===== src/cbeq_pkg.sv =====
// shared types, constants and lookup functions for the click-wheel event queue
package cbeq_pkg;

  localparam int QUEUE_DEPTH = 32;
  localparam int PTR_W       = $clog2(QUEUE_DEPTH);
  localparam int REM_W       = 5;

  localparam logic [15:0] PRESS_WORD   = 16'h4000;
  localparam logic [15:0] RELEASE_WORD = 16'h8000;
  localparam logic [15:0] SCROLL_WORD  = 16'h1000;
  localparam logic [6:0]  IMG_RELEASED = 7'h7f;
  localparam logic [7:0]  SCROLL_NEG   = 8'h80;
  localparam logic [7:0]  HOLD_MASK    = 8'h20;

  localparam logic KIND_SAMPLE = 1'b0;
  localparam logic KIND_READ   = 1'b1;

  // mask bit for each button pin 0..6
  localparam logic [7:0] PIN_TO_MASK [7] = '{8'h40, 8'h08, 8'h02, 8'h04, 8'h01, 8'h10, 8'h80};

  typedef struct packed {
    logic        w0_vld;
    logic [15:0] w0;
    logic        w1_vld;
    logic [15:0] w1;
    logic        rd;
  } cmd_t;

  // previous phase that makes the current phase one step forward
  function automatic logic [1:0] fwd_prev(input logic [1:0] ph);
    logic [1:0] r;
    begin
      case (ph)
        2'd0:    r = 2'd1;
        2'd1:    r = 2'd3;
        2'd2:    r = 2'd0;
        2'd3:    r = 2'd2;
        default: r = 2'd0;
      endcase
      return r;
    end
  endfunction

  // previous phase that makes the current phase one step back
  function automatic logic [1:0] back_prev(input logic [1:0] ph);
    logic [1:0] r;
    begin
      case (ph)
        2'd0:    r = 2'd2;
        2'd1:    r = 2'd0;
        2'd2:    r = 2'd3;
        2'd3:    r = 2'd1;
        default: r = 2'd0;
      endcase
      return r;
    end
  endfunction

endpackage


===== src/cbeq_front.sv =====
// front end: button, hold and wheel tracking, builds queue commands
module cbeq_front (
  input  logic               clk,
  input  logic               rst_n,
  input  logic               cfg_wr_en,
  input  logic               cfg_wr_data,
  input  logic               in_fire,
  input  logic               kind,
  input  logic [7:0]         button_pins,
  input  logic [1:0]         wheel_pins,
  input  logic               button_irq,
  input  logic               wheel_irq,
  output cbeq_pkg::cmd_t     cmd,
  output logic               cmd_vld
);

  logic              enabled_r;
  logic [7:0]        mask_r, mask_nxt;
  logic [6:0]        img_r, img_nxt;
  logic              hold_r, hold_nxt;
  logic [1:0]        phase_r, phase_nxt;
  logic signed [7:0] scroll_r, scroll_nxt;
  logic signed [8:0] sum;
  logic [7:0]        gained, lost, mag;

  always_comb begin
    mask_nxt   = mask_r;
    img_nxt    = img_r;
    hold_nxt   = hold_r;
    phase_nxt  = phase_r;
    scroll_nxt = scroll_r;
    sum        = {scroll_r[7], scroll_r};
    gained     = '0;
    lost       = '0;
    mag        = '0;
    cmd        = '0;
    if (kind != cbeq_pkg::KIND_READ) begin
      if (button_irq) begin
        if (button_pins[7] != hold_r) begin
          hold_nxt    = button_pins[7];
          mask_nxt[5] = button_pins[7];
        end
        if (!hold_nxt) begin
          for (int b = 0; b < 7; b++) begin
            if (img_r[b] ^ button_pins[b]) begin
              if (!button_pins[b]) mask_nxt = mask_nxt | cbeq_pkg::PIN_TO_MASK[b];
              else mask_nxt = mask_nxt & ~cbeq_pkg::PIN_TO_MASK[b];
            end
          end
          img_nxt = button_pins[6:0];
        end
      end
      if (wheel_irq) begin
        if (!hold_nxt) begin
          if (phase_r == cbeq_pkg::fwd_prev(wheel_pins)) sum = sum + 9'sd1;
          else if (phase_r == cbeq_pkg::back_prev(wheel_pins)) sum = sum - 9'sd1;
        end
        phase_nxt = wheel_pins;
      end
      if (sum > 9'sd127) scroll_nxt = 8'sd127;
      else if (sum < -9'sd127) scroll_nxt = -8'sd127;
      else scroll_nxt = sum[7:0];
      gained    = mask_nxt & ~mask_r;
      lost      = mask_r & ~mask_nxt;
      cmd.w0_vld = enabled_r && (gained != '0);
      cmd.w0     = cbeq_pkg::PRESS_WORD | {8'h00, gained};
      cmd.w1_vld = enabled_r && (lost != '0);
      cmd.w1     = cbeq_pkg::RELEASE_WORD | {8'h00, lost};
    end else begin
      if (scroll_r[7]) mag = cbeq_pkg::SCROLL_NEG | {1'b0, 7'(-scroll_r)};
      else mag = {1'b0, scroll_r[6:0]};
      cmd.w0_vld = enabled_r && (scroll_r != '0);
      cmd.w0     = cbeq_pkg::SCROLL_WORD | {8'h00, mag};
      cmd.rd     = 1'b1;
      scroll_nxt = '0;
    end
  end

  assign cmd_vld = in_fire && (cmd.rd || cmd.w0_vld || cmd.w1_vld);

  always_ff @(posedge clk) begin
    if (!rst_n) begin
      enabled_r <= 1'b0;
      mask_r    <= '0;
      img_r     <= cbeq_pkg::IMG_RELEASED;
      hold_r    <= 1'b0;
      phase_r   <= '0;
      scroll_r  <= '0;
    end else begin
      if (cfg_wr_en) enabled_r <= cfg_wr_data;
      if (in_fire) begin
        mask_r   <= mask_nxt;
        img_r    <= img_nxt;
        hold_r   <= hold_nxt;
        phase_r  <= phase_nxt;
        scroll_r <= scroll_nxt;
      end
    end
  end

endmodule


===== src/cbeq_cmd_fifo.sv =====
// two-entry command queue between front end and event store
module cbeq_cmd_fifo (
  input  logic           clk,
  input  logic           rst_n,
  input  logic           wr_en,
  input  cbeq_pkg::cmd_t wr_cmd,
  output logic           full,
  output logic           rd_vld,
  input  logic           rd_en,
  output cbeq_pkg::cmd_t rd_cmd
);

  cbeq_pkg::cmd_t slot_r [2];
  logic           wp_r, rp_r;
  logic [1:0]     cnt_r;

  assign full   = (cnt_r == 2'd2);
  assign rd_vld = (cnt_r != 2'd0);
  assign rd_cmd = slot_r[rp_r];

  always_ff @(posedge clk) begin
    if (wr_en) slot_r[wp_r] <= wr_cmd;
  end

  always_ff @(posedge clk) begin
    if (!rst_n) begin
      wp_r  <= 1'b0;
      rp_r  <= 1'b0;
      cnt_r <= '0;
    end else begin
      if (wr_en) wp_r <= ~wp_r;
      if (rd_en) rp_r <= ~rp_r;
      cnt_r <= cnt_r + 2'(wr_en) - 2'(rd_en);
    end
  end

endmodule


===== src/cbeq_back.sv =====
// back end: event store, pushes, pops and the result register
module cbeq_back (
  input  logic           clk,
  input  logic           rst_n,
  input  logic           cmd_vld,
  input  cbeq_pkg::cmd_t cmd,
  output logic           cmd_rd,
  output logic           out_tvalid,
  input  logic           out_tready,
  output logic [23:0]    out_tdata,  // event_word, remaining, overflowed, zero pad
  output logic           out_tuser   // has_event
);

  localparam logic [cbeq_pkg::PTR_W-1:0] LAST = cbeq_pkg::PTR_W'(cbeq_pkg::QUEUE_DEPTH - 1);

  logic [15:0]                 store_r [cbeq_pkg::QUEUE_DEPTH];
  logic [cbeq_pkg::PTR_W-1:0]  wp_r, wp_nxt, wp1, rp_r, rp_nxt;
  logic [cbeq_pkg::PTR_W-1:0]  cnt_r, cnt_nxt, cnt1, cnt2;
  logic                        drop_r, drop_nxt;
  logic                        ok0, ok1, has, bypass, go;
  logic                        out_vld_r;
  logic [15:0]                 word_r;
  logic                        has_r;
  logic [cbeq_pkg::REM_W-1:0]  rem_r;
  logic                        ovf_r;

  function automatic logic [cbeq_pkg::PTR_W-1:0] nxt_slot(input logic [cbeq_pkg::PTR_W-1:0] p);
    return (p == LAST) ? '0 : p + 1'b1;
  endfunction

  assign cmd_rd = cmd_vld && (!cmd.rd || !out_vld_r || out_tready);
  assign go     = cmd_rd;

  always_comb begin
    ok0      = cmd.w0_vld && (cnt_r != LAST);
    cnt1     = cnt_r + cbeq_pkg::PTR_W'(ok0);
    wp1      = ok0 ? nxt_slot(wp_r) : wp_r;
    ok1      = cmd.w1_vld && (cnt1 != LAST);
    cnt2     = cnt1 + cbeq_pkg::PTR_W'(ok1);
    wp_nxt   = ok1 ? nxt_slot(wp1) : wp1;
    has      = cmd.rd && (cnt2 != '0);
    bypass   = (cnt_r == '0);
    rp_nxt   = has ? nxt_slot(rp_r) : rp_r;
    cnt_nxt  = cnt2 - cbeq_pkg::PTR_W'(has);
    drop_nxt = drop_r || (cmd.w0_vld && !ok0) || (cmd.w1_vld && !ok1);
  end

  always_ff @(posedge clk) begin
    if (go && ok0) store_r[wp_r] <= cmd.w0;
    if (go && ok1) store_r[wp1] <= cmd.w1;
    if (go && cmd.rd) begin
      if (!has) word_r <= '0;
      else if (bypass) word_r <= cmd.w0;
      else word_r <= store_r[rp_r];
      has_r <= has;
      rem_r <= cbeq_pkg::REM_W'(cnt_nxt);
      ovf_r <= drop_nxt;
    end
  end

  always_ff @(posedge clk) begin
    if (!rst_n) begin
      wp_r      <= '0;
      rp_r      <= '0;
      cnt_r     <= '0;
      drop_r    <= 1'b0;
      out_vld_r <= 1'b0;
    end else begin
      if (go) begin
        wp_r   <= wp_nxt;
        rp_r   <= rp_nxt;
        cnt_r  <= cnt_nxt;
        drop_r <= drop_nxt;
      end
      if (go && cmd.rd) out_vld_r <= 1'b1;
      else if (out_tready) out_vld_r <= 1'b0;
    end
  end

  assign out_tvalid = out_vld_r;
  assign out_tdata  = {2'b00, ovf_r, rem_r, word_r};
  assign out_tuser  = has_r;

endmodule


===== src/clickwheel_button_event_queue_core.sv =====
// top level of the click-wheel and button event queue
// Takes one item per cycle while in_tready is high: a pin sample (in_tuser 0) updates the
// hold switch, the seven buttons and the quadrature wheel and may queue a press and a release
// word; a read (in_tuser 1) queues any pending scroll word and returns one transfer with the
// popped word. The front end classifies an item in the cycle it is accepted and hands a
// command to a two-entry queue; the back end retires one command per cycle against the
// 31-word event store unless a read waits on a held result register. A read result is
// registered in the command queue and then in the result register. in_tready drops only while
// the command queue is full, which happens when the result register is held by out_tready. A
// push into a full store is dropped and sets the sticky overflow bit until reset.
module clickwheel_button_event_queue_core (
  input  logic        clk,
  input  logic        rst_n,
  input  logic        cfg_wr_en,
  input  logic        cfg_wr_data,  // enabled
  input  logic        in_tvalid,
  output logic        in_tready,
  input  logic [15:0] in_tdata,     // button_pins, wheel_pins, button_irq, wheel_irq, zero pad
  input  logic        in_tuser,     // kind
  output logic        out_tvalid,
  input  logic        out_tready,
  output logic [23:0] out_tdata,    // event_word, remaining, overflowed, zero pad
  output logic        out_tuser     // has_event
);

  cbeq_pkg::cmd_t new_cmd, head_cmd;
  logic           new_vld, q_full, head_vld, head_rd, in_fire;

  assign in_tready = !q_full;
  assign in_fire   = in_tvalid && in_tready;

  cbeq_front u_front (
    .clk         (clk),
    .rst_n       (rst_n),
    .cfg_wr_en   (cfg_wr_en),
    .cfg_wr_data (cfg_wr_data),
    .in_fire     (in_fire),
    .kind        (in_tuser),
    .button_pins (in_tdata[7:0]),
    .wheel_pins  (in_tdata[9:8]),
    .button_irq  (in_tdata[10]),
    .wheel_irq   (in_tdata[11]),
    .cmd         (new_cmd),
    .cmd_vld     (new_vld)
  );

  cbeq_cmd_fifo u_cmd_fifo (
    .clk    (clk),
    .rst_n  (rst_n),
    .wr_en  (new_vld),
    .wr_cmd (new_cmd),
    .full   (q_full),
    .rd_vld (head_vld),
    .rd_en  (head_rd),
    .rd_cmd (head_cmd)
  );

  cbeq_back u_back (
    .clk        (clk),
    .rst_n      (rst_n),
    .cmd_vld    (head_vld),
    .cmd        (head_cmd),
    .cmd_rd     (head_rd),
    .out_tvalid (out_tvalid),
    .out_tready (out_tready),
    .out_tdata  (out_tdata),
    .out_tuser  (out_tuser)
  );

endmodule


===== config.mk =====
export PLATFORM = sky130hd
export DESIGN_NAME = clickwheel_button_event_queue_core
export DESIGN_NICKNAME = d
export VERILOG_FILES = /design/src/cbeq_pkg.sv /design/src/cbeq_front.sv /design/src/cbeq_cmd_fifo.sv /design/src/cbeq_back.sv /design/src/clickwheel_button_event_queue_core.sv
export SDC_FILE = /design/constraint.sdc
export NUM_CORES = 1
export LEC_CHECK = 0
export BUFFER_PORTS_ARGS = -buffer_cell sky130_fd_sc_hd__buf_4
export CAP_MARGIN = 25
export CORE_MARGIN = 2
export CORE_UTILIZATION = 50
export DETAILED_ROUTE_END_ITERATION = 16
export PLACE_DENSITY = 0.76
export SYNTH_ARGS = -nofsm -noshare
export SYNTH_HDL_FRONTEND = slang
export SYNTH_SLANG_ARGS = --single-unit

===== constraint.sdc =====
create_clock -name clk -period 7.5 [get_ports clk]
set_input_delay 1.5 -clock clk [delete_from_list [all_inputs] [get_ports clk]]
set_output_delay 1.5 -clock clk [all_outputs]
set_load 0.02 [all_outputs]

==> flow_summary.json, run 1 <==
{
  "drive_gt1_frac": 0.1865,
  "r2r_end": "u_back.cnt_r[4]",
  "fmax_ghz": 0.1772,
  "yosys.area_share.simple": 0.07622,
  "finClkSkew_ns": 0.04622,
  "postPlaceCellArea_sq_mm": 0.02423,
  "syn_inst": 1645,
  "hold_slack_ns": 0.4846,
  "setup_viol": 0,
  "synth_flop_cell": "edfxtp_1",
  "p_sw_frac": 0.3342,
  "clockBufferDepth": 3,
  "critical_path.max_fanout": 12,
  "grt_overflow_total": 0,
  "worstMarginPinSlew_ns": 1.006,
  "io_buffers": 38,
  "drc": 0,
  "finalHoldViolCount": 0,
  "fin_crit_ns": 5.643,
  "crit_arrival_ns": 6.09,
  "p_int_w": 0.005660,
  "fin_crit_sh": 0.7524,
  "synth_fa_ha_area_frac": 0.01307,
  "cp.required_ns": 7.94,
  "synth_edf_count": 410,
  "synthTopCellsByArea": "edfxtp_1, mux2i_1, mux4_2, dfxtp_1, nor2_1",
  "synth.distinct_cells": 72,
  "cts_root_buf": "clkbuf_16",
  "synth-xor-area-share": 0.009527,
  "comb_power_share": 0.325,
  "drv_slew": 0,
  "hold-path-endpoint": "u_front.hold_r",
  "ys_ff_latch": 464,
  "synthMuxAreaShare": 0.2336,
  "netlist_area_sq_mm": 0.02298,
  "worstHoldPathType": "flip-flop to flip-flop",
  "core-area_sq_mm": 0.04538,
  "routedWlPerCell_microns": 24.99,
  "htree_levels": 2,
  "drt_iter0_drc": 1653,
  "r2r.worst_path.cells": 23,
  "yosysWarnings": 0,
  "grt_pass1_vias": 14470,
  "dieArea_sq_mm": 0.04770,
  "area_growth_pct": 12.19,
  "finalNetCount": 1684,
  "tritoncts": "done",
  "die_x_microns": 218.4,
  "synth_compound_area_frac": 0.05052,
  "ir_drop_uv": 199.2,
  "finalWeightedCongestion": 0.8546,
  "maxCapViolCount": 0,
  "synth_area_leader_cell": "edfxtp_1",
  "clock_sinks": 464,
  "rows": 78,
  "worst_hold_path.num_cells": 2,
  "cellPowerDensity_mw_per_mm2": 329.7,
  "leakage_nw": 8.523,
  "startpoint_type": "flip-flop",
  "synth_top_area_frac": 0.5357,
  "final_antenna_net_count": 0,
  "grt_start_max_net_pins": 66,
  "ios": 50,
  "drt_first_pass_iters": 8,
  "rr_startpoint": "u_back.cnt_r[4]",
  "cts-hold-fix-buffers": 0,
  "status": "completed",
  "antenna_found_initial": 2,
  "switchingPower_w": 0.002841,
  "crit_path_end_kind": "flip-flop",
  "fp.dieH_microns": 218.4,
  "async_reset_ff_frac": 0,
  "n_antenna_cell": 0,
  "synth.yosys.seq_area_share": 0.5827,
  "fin_util": 0.5682,
  "fillCellCount": 3531,
  "synth_area_per_cell_sq_um": 13.97,
  "cts-buffers-inserted": 48,
  "ctsResizeCount": 0,
  "dpl.hpwl_mm": 36.74,
  "synth_common_cells": "edfxtp_1, mux2i_1, nor2_1",
  "yosysMostFrequentCell": "edfxtp_1",
  "p_seq_frac": 0.397,
  "p_clk_frac": 0.278,
  "vias_per_cell": 6.297,
  "min_from": "u_front.hold_r",
  "max-slew-margin-rel": 0.3266,
  "post-cts-setup-buffer-count": 0,
  "grtUsageTotal": 0.2394,
  "synth_top_family_by_area": "multiplexers",
  "worstSetupPathType": "flip-flop to flip-flop",
  "r2r_setup_slack_ns": 1.86,
  "grt_first_pass_wirelength_mm": 85.50,
  "via_count": 14310,
  "final_area_sq_mm": 0.02578,
  "start_util": 0.5065,
  "clk_pin_slew_ns": 0.06,
  "rsz0062_at_grt": "false",
  "clock_latency_ns": 0.61,
  "drt-total-wl_mm": 56.80,
  "fin_tns_setup_ns": 0
}
## cell usage in the layout, fill, tap and decap left out, types with 4 or more instances in the layout
master and n:
mux4_2 110, conb_1 7, nor2b_1 11, nand2_1 75
a21oi_1 23, nor4_1 4, mux2i_4 18, clkinv_1 8
clkbuf_16 48, mux2i_1 266, xor2_1 16, dfxtp_1 51
and2_1 7, a31oi_1 11, or3_1 5, buf_16 8
o211ai_1 4, nand2b_1 8, clkinv_2 6, bufinv_16 5
ha_1 24, nor3_1 43, edfxtp_1 410, o21ai_1 6
inv_1 19, clkbuf_1 15, a211oi_1 24, nand3b_1 10
xnor2_1 9, o21ai_0 24, buf_4 67, nor2_1 167
buf_6 20, a21o_1 30, nand3_1 36
## power by group through the flow
| stage | combinational, W | clock (W) | sequential, W |
|---|---|---|---|
| detailed placement | 0.00272 | 0 | 0.00343 |
| global placement | 0.00254 | 0 | 0.00342 |
| CTS | 0.00273 | 0.00239 | 0.00337 |
| finish | 0.00277 | 0.00236 | 0.00337 |
| global route | 0.00295 | 0.00248 | 0.00340 |
| floorplan | 0.00180 | 0 | 0.00338 |
## cell families after synthesis
family | after synthesis
compound gates | 163
simple gates | 387
xor+xnor | 25
mux | 398
other cells | 1
flops | 464
buf+inv | 183
fa+ha+maj | 24
## how the worst max path moves through the flow
| stage | cells after the start | slack [ns] | endpoint | startpoint |
|---|---|---|---|---|
| floorplan | 22 | 2.85 | u_back.rem_r[4] | u_cmd_fifo.slot_r[1][34] |
| global placement | 23 | 2.16 | u_back.cnt_r[4] | u_back.cnt_r[4] |
| detailed placement | 23 | 2.03 | u_back.cnt_r[4] | u_cmd_fifo.slot_r[1][34] |
| CTS | 23 | 1.98 | u_back.cnt_r[4] | u_cmd_fifo.slot_r[1][34] |
| global route | 23 | 1.46 | u_back.cnt_r[4] | u_back.cnt_r[4] |
| finish | 23 | 1.86 | u_back.cnt_r[4] | u_back.cnt_r[4] |
## critical path, cell delays in order (launching register included)
cell	delay [ns]
dfxtp_1	0.41
nand3_1	0.13
o21ai_1	0.49
inv_1	0.17
ha_1	0.25
ha_1	0.22
xor2_1	0.32
nand4_1	0.19
o21ai_2	0.37
inv_1	0.14
ha_1	0.26
ha_1	0.23
xnor2_1	0.39
nand2_1	0.15
nor4_1	0.16
or2_1	0.54
inv_1	0.14
ha_1	0.26
ha_1	0.24
nand2_1	0.07
nor2_1	0.05
xor2_1	0.17
nor2_1	0.11
nor3_1	0.05
## per-stage QoR
step | std cells | total power (W) | setup WS [ns]
floorplan | 1651 | 0.005176 | 2.850
global placement | 2152 | 0.005955 | 2.155
detailed placement | 2183 | 0.006145 | 2.031
CTS | 2269 | 0.008497 | 1.983
global route | 2273 | 0.008824 | 1.464
finish | 2273 | 0.008501 | 1.857
## state kept, by name, summed over array words and instances (netlist names), named ones only
signal / flops
u_back.store_r: 352
u_front.scroll_r: 8
u_cmd_fifo.wp_r: 1
u_back.ovf_r: 1
u_back.wp_r: 5
u_back.out_tvalid: 1
u_back.rem_r: 5
u_back.cnt_r: 5
u_cmd_fifo.slot_r: 40
u_front.mask_r: 8
u_front.hold_r: 1
u_front.enabled_r: 1
u_back.out_tuser: 1
u_back.word_r: 11
u_back.rp_r: 5
u_front.img_r: 7
u_cmd_fifo.rp_r: 1
u_cmd_fifo.cnt_r: 2
u_front.phase_r: 2
u_back.drop_r: 1
## routing by layer
metal  GRT usage  routed length, microns
met1      0.3170                   22400
met4     0.08980                    1930
met3     0.04871                    4942
met2      0.3910                   27510
met5           0                      13
## cell type report
cell class / instances / area (sq um) / share of cell area
Sequential cell: 464 / 13400 / 0.5198
Multi-Input combinational cell: 1004 / 9051 / 0.3510
Clock buffer: 63 / 1257 / 0.04877
Timing Repair Buffer: 98 / 978.4 / 0.03795
Tap cell: 600 / 750.7 / 0.02911
Clock inverter: 23 / 266.5 / 0.01034
Inverter: 21 / 78.83 / 0.003057
Note: power is estimated with default switching activity, not from simulation.
==> run 2, diff against run 1 <==
Settings changed: PLACE_DENSITY 0.76 to 0.78.
Clock period 7.5 ns to 4.8 ns, I/O delays scaled along.
==> run 2 against run 1 <==
Sequential share of layout area rose by 0.093 points. Sequential cell count did not move. Wire length fell by 0.95%. Global-route usage rose by 0.065 points. Total power rose by 55%. Core utilization fell by 0.091 points. Critical endpoint unchanged. Largest cell class unchanged.
==> flow_summary.json, run 2 (same netlist as run 1, synthesis figures left out) <==
{
  "fin_tns_setup_ns": 0,
  "drt_iter0_drc": 1627,
  "finalHoldViolCount": 0,
  "antenna_found_initial": 0,
  "cts_root_buf": "clkbuf_16",
  "die_x_microns": 218.4,
  "drv_slew": 0,
  "slowest_delay_ns": 0.36,
  "drc": 0,
  "path_cells": "mux2_1, o21ai_1, inv_1, ha_1, ha_1, xor2_2, nand4_1, o21ai_2, inv_1, ha_1, ha_1, nand2_1, o21ai_1, xor2_2, nor4_1, or2_1, inv_1, ha_1, ha_1, nand2_1, nor2_1, xor2_1, nor2_1, nor3_1",
  "p_seq_frac": 0.400,
  "fmax_ghz": 0.2218,
  "clock_latency_ns": 0.61,
  "postPlaceCellArea_sq_mm": 0.02424,
  "clock_sinks": 464,
  "fp.dieH_microns": 218.4,
  "htree_levels": 2,
  "grt_pass1_vias": 14330,
  "worstHoldPathType": "flip-flop to flip-flop",
  "switchingPower_w": 0.004471,
  "ios": 50,
  "critical-path-slowest-cell": "edfxtp_1",
  "io_buffers": 38,
  "fin_crit_sh": 0.9391,
  "drive_gt1_frac": 0.1985,
  "setup_slack_ns": 0.2921,
  "setup_viol": 0,
  "grt_first_pass_wirelength_mm": 85.99,
  "grtUsageTotal": 0.2401,
  "path_common_cell": "ha_1",
  "ir_drop_uv": 327.5,
  "via_count": 14280,
  "p_int_w": 0.008686,
  "cts-buffers-inserted": 48,
  "drt_first_pass_iters": 6,
  "top_register": "u_back.store_r",
  "final_cells": 2293,
  "vias_per_cell": 6.226,
  "cp.required_ns": 5.30,
  "startpoint_type": "flip-flop",
  "routedWlPerCell_microns": 24.54,
  "core-area_sq_mm": 0.04538,
  "startpoint": "u_cmd_fifo.slot_r[1][34]",
  "cp-endpoint": "u_back.cnt_r[4]",
  "max-slew-margin-rel": 0.3474,
  "grt_start_max_net_pins": 51,
  "worstMarginPinSlew_ns": 0.9747,
  "worstSetupPathType": "flip-flop to flip-flop",
  "r2r.worst_path.cells": 24,
  "r2r_setup_slack_ns": 0.29,
  "multi_input_area_sq_mm": 0.009074,
  "worst-path-buf-inv": 3,
  "grt_overflow_total": 0,
  "maxCapViolCount": 0,
  "r2r_end": "u_back.cnt_r[4]",
  "cellPowerDensity_mw_per_mm2": 511.1,
  "area_growth_pct": 12.01,
  "status": "completed",
  "cpLargestDelayFamily": "adder cells",
  "post-place-cells": 2203,
  "start_util": 0.5065,
  "cp.depth": 24,
  "finalNetCount": 1701,
  "p_sw_frac": 0.3398,
  "leakage_nw": 8.546,
  "tritoncts": "done",
  "min_from": "u_front.hold_r",
  "p_clk_frac": 0.267,
  "pre_cts_slack_ns": 0.3603,
  "comb_power_share": 0.333,
  "finalWeightedCongestion": 0.9238,
  "drt-total-wl_mm": 56.26,
  "clockBufferDepth": 3,
  "final_area_sq_mm": 0.02574,
  "finClkSkew_ns": 0.03086,
  "final_common_cell": "edfxtp_1",
  "crit_path_end_kind": "flip-flop",
  "final_antenna_net_count": 0,
  "largest_register_ffs": 352,
  "rows": 78,
  "n_antenna_cell": 0,
  "fin_crit_ns": 4.508,
  "fillCellCount": 3510,
  "top_regs": "u_back.store_r x352, u_cmd_fifo.slot_r x40, u_back.word_r x11",
  "hold_slack_ns": 0.4785,
  "dieArea_sq_mm": 0.04770,
  "mostFrequentLayoutCells": "edfxtp_1, mux2i_1, nor2_1",
  "critical_path.max_fanout": 4,
  "clk_pin_slew_ns": 0.06,
  "dpl.hpwl_mm": 35.10,
  "regArea_sq_mm": 0.01340,
  "rr_startpoint": "u_cmd_fifo.slot_r[1][34]",
  "crit_arrival_ns": 5.01
}
[run 2: cell types whose count changed in the layout (fill, tap and decap cells not counted), moves of 2 or more]
cell,previous run,this run
dfxtp_1,51,49
clkbuf_1,15,12
dfxtp_2,1,3
clkinv_2,6,11
clkinv_1,8,12
buf_12,0,2
clkbuf_4,2,0
xor2_2,0,2
buf_4,67,108
buf_6,20,0
xor2_1,16,14
buf_16,8,4
bufinv_16,5,1
[run 2: worst min-delay path by stage]
stage / end / slack (ns) / depth (start not counted)
2_1_floorplan: u_front.hold_r / 0.45 / 2
3_3_place_gp: u_front.hold_r / 0.46 / 2
3_5_place_dp: u_front.hold_r / 0.47 / 2
4_1_cts: u_front.hold_r / 0.48 / 2
5_1_grt: u_front.mask_r[4] / 0.51 / 2
6_report: u_front.hold_r / 0.48 / 2
[run 2: worst register-to-register path: stages, from the launching register on]
cell      delay [ns]
edfxtp_1        0.36
mux2_1          0.32
o21ai_1         0.14
inv_1           0.13
ha_1            0.23
ha_1            0.24
xor2_2          0.28
nand4_1         0.20
o21ai_2         0.17
inv_1           0.11
ha_1            0.24
ha_1            0.24
nand2_1         0.07
o21ai_1         0.09
xor2_2          0.20
nor4_1          0.24
or2_1           0.15
inv_1           0.06
ha_1            0.22
ha_1            0.23
nand2_1         0.06
nor2_1          0.04
xor2_1          0.22
nor2_1          0.07
nor3_1          0.12
[run 2: layout make-up]
class | count | share of cell area
clock buffers | 61 | 0.04938
clock inverters | 28 | 0.007339
inverters | 21 | 0.003062
multi-input cells | 1004 | 0.3525
flip-flops and latches | 464 | 0.5207
well taps | 600 | 0.02916
repair buffers | 115 | 0.03791
[run 2: per-layer routing]
| layer | share of wire | vias up | routed length (microns) | global-route usage |
|---|---|---|---|---|
| met5 | 0 | - | 0 | 0 |
| met4 | 0.034 | 0 | 1901 | 0.08617 |
| met3 | 0.089 | 115 | 4993 | 0.04078 |
| met1 | 0.40 | 7169 | 22610 | 0.3319 |
| met2 | 0.48 | 700 | 26760 | 0.3844 |
| li1 | - | 6292 | - | - |
[run 2: power by group through the flow]
stage,Combinational [W],Sequential (W),Clock [W]
2_1_floorplan,0.00281,0.00528,0
3_3_place_gp,0.00409,0.00532,0
3_5_place_dp,0.00427,0.00534,0
4_1_cts,0.00431,0.00526,0.00354
5_1_grt,0.00467,0.00530,0.00371
6_report,0.00439,0.00526,0.00351
[run 2: repair_timing]
action	CTS	global route
endpoints found under the setup margin	0	3
buffers inserted	0	0
hold buffers	0	0
gates resized for setup	0	5
[run 2: through the flow]
step,utilization,power (W)
6_report,0.5673,0.01316
5_1_grt,0.5673,0.01367
4_1_cts,0.5663,0.01311
3_5_place_dp,0.5341,0.009618
3_3_place_gp,0.5313,0.009405
2_1_floorplan,-,0.008088
==> run 3, diff against run 2 <==
==> constraint.sdc (replaced) <==
create_clock -name clk -period 4.8 [get_ports clk]
set_input_delay 0.24 -clock clk [delete_from_list [all_inputs] [get_ports clk]]
set_output_delay 0.24 -clock clk [all_outputs]
set_load 0.02 [all_outputs]
==> run 3 against run 2 <==
Maximum frequency down 2.6%. Via count rose by 2.9%. Sequential share of layout area fell by 0.62 points. Hold slack got worse by 0.45 ns. Critical path depth unchanged. Critical path type unchanged. Largest power group unchanged.
==> flow_summary.json, run 3 (same netlist as run 1, synthesis figures left out) <==
{
  "io_buffers": 38,
  "post-place-cells": 2206,
  "clockBufferDepth": 3,
  "status": "completed",
  "critical_path.max_fanout": 4,
  "drt_iter0_drc": 1747,
  "fmax_ghz": 0.2162,
  "clock_latency_ns": 0.61,
  "clk_pin_slew_ns": 0.06,
  "grt_pass1_vias": 14700,
  "ir_drop_uv": 339.6,
  "start_util": 0.5065,
  "use_met2": 0.3861,
  "grtUsageTotal": 0.2422,
  "htree_levels": 2,
  "top_regs": "u_back.store_r x352, u_cmd_fifo.slot_r x40, u_back.word_r x11",
  "leakage_nw": 8.653,
  "drc": 0,
  "setup_viol": 0,
  "cts_root_buf": "clkbuf_16",
  "cp.required_ns": 5.30,
  "area_growth_pct": 13.36,
  "met1_usage": 0.3254,
  "max-slew-margin-rel": 0.3513,
  "n_antenna_cell": 0,
  "finalWeightedCongestion": 0.9106,
  "final_antenna_net_count": 0,
  "drt-total-wl_mm": 57.39,
  "top_register": "u_back.store_r",
  "routedWlPerCell_microns": 24.74,
  "grt_overflow_total": 0,
  "grt_start_max_net_pins": 53,
  "finalHoldViolCount": 0,
  "fin_crit_sh": 0.9638,
  "power_w": 0.01337,
  "grt_first_pass_wirelength_mm": 86.95,
  "cellPowerDensity_mw_per_mm2": 513.2,
  "final_cells": 2320,
  "worstHoldPathType": "primary input to flip-flop",
  "drive_gt1_frac": 0.2000,
  "dpl.hpwl_mm": 35.85,
  "startpoint_type": "flip-flop",
  "drt_first_pass_iters": 7,
  "largest_register_ffs": 352,
  "crit_arrival_ns": 5.13,
  "fin_crit_ns": 4.626,
  "core-area_sq_mm": 0.04538,
  "fin_util": 0.5741,
  "fp.dieH_microns": 218.4,
  "drv_slew": 0,
  "die_x_microns": 218.4,
  "via_count": 14690,
  "mostFrequentLayoutCells": "edfxtp_1, mux2i_1, nor2_1",
  "clock_sinks": 464,
  "grt_use_met3": 0.05177,
  "dieArea_sq_mm": 0.04770,
  "maxCapViolCount": 0,
  "rows": 78,
  "tritoncts": "done",
  "finClkSkew_ns": 0.03965,
  "worstMarginPinSlew_ns": 0.9527,
  "final_area_sq_mm": 0.02605,
  "crit_path_end_kind": "flip-flop",
  "final_common_cell": "edfxtp_1",
  "vias_per_cell": 6.330,
  "ios": 50,
  "worstSetupPathType": "flip-flop to flip-flop",
  "antenna_found_initial": 1,
  "finalNetCount": 1728,
  "cts-buffers-inserted": 47,
  "grt.busiest_layer": "met2",
  "postPlaceCellArea_sq_mm": 0.02423
}
==> run 3: cell types whose count changed in the layout (fill, tap and decap cells not counted), sizes merged <==
cell         before  now
inv              22   21
clkinv           23   19
clkbuf           61   62
dlygate4sd3       0   24
bufinv            1    4
buf             115  119
==> run 3: worst paths after layout <==
check                                               from           endpoint  slack [ns]  cells after the start
worst max-delay path            u_cmd_fifo.slot_r[1][34]    u_back.cnt_r[4]        0.17                     24
worst min-delay path                               rst_n      u_back.drop_r        0.02                      2
worst max register to register  u_cmd_fifo.slot_r[1][34]    u_back.cnt_r[4]        0.17                     24
worst min register to register         u_front.mask_r[0]  u_front.mask_r[0]        0.49                      2
==> run 3: cell type report <==
| cell class | count | area [sq um] |
|---|---|---|
| inverters | 21 | 78.83 |
| repair buffers | 143 | 1199 |
| multi-input cells | 1004 | 9082 |
| clock inverters | 26 | 265.3 |
| clock buffers | 62 | 1274 |
| fillers | 3460 | 19330 |
| flip-flops and latches | 464 | 13400 |
| well taps | 600 | 750.7 |
==> run 3: worst max-delay path, cell delays in order, from the launching register on <==
cell and delay (ns):
edfxtp_1 0.38, mux2_1 0.35, o21ai_2 0.09, inv_2 0.08, ha_1 0.21, ha_2 0.20, xor2_2 0.30, nand4_1 0.24
o21ai_2 0.21, inv_1 0.11, ha_1 0.24, ha_2 0.22, nand2_1 0.08, o21ai_1 0.10, xor2_2 0.21, nor4_1 0.25
or2_1 0.17, inv_1 0.07, ha_1 0.22, ha_1 0.23, nand2_1 0.08, nor2_1 0.06, xor2_1 0.22, nor2_1 0.06
nor3_1 0.19
==> run 3: stage by stage <==
| step | worst slack [ns] | hold slack [ns] | setup TNS, ns |
|---|---|---|---|
| global route | -0.05627 | 0.007449 | -0.05627 |
| finish | 0.1737 | 0.02462 | 0 |
| detailed placement | 0.2401 | 0.4720 | 0 |
| floorplan | 0.1504 | 0.3389 | 0 |
| global placement | 0.4764 | 0.4622 | 0 |
| CTS | 0.2211 | 0.007401 | 0 |
==> run 3: metal layers <==
metal	wire [microns]	vias to the layer above
li1	-	6345
met1	22240	7342
met2	27210	858
met3	5804	141
met4	2137	0
met5	0	-
==> run 3: repair_timing <==
item / 4_1_cts / 5_1_grt
resized for setup: 0 / 9
setup buffers: 0 / 1
hold buffers: 24 / 0
endpoints found under the setup margin: 0 / 3
endpoints found under the hold margin: 18 / 0
==> run 3: power by group <==
part           total (W)  switching (W)  internal (W)
Combinational    0.00440        0.00269       0.00171
Sequential       0.00529       0.000246       0.00504
Clock            0.00369        0.00159       0.00210
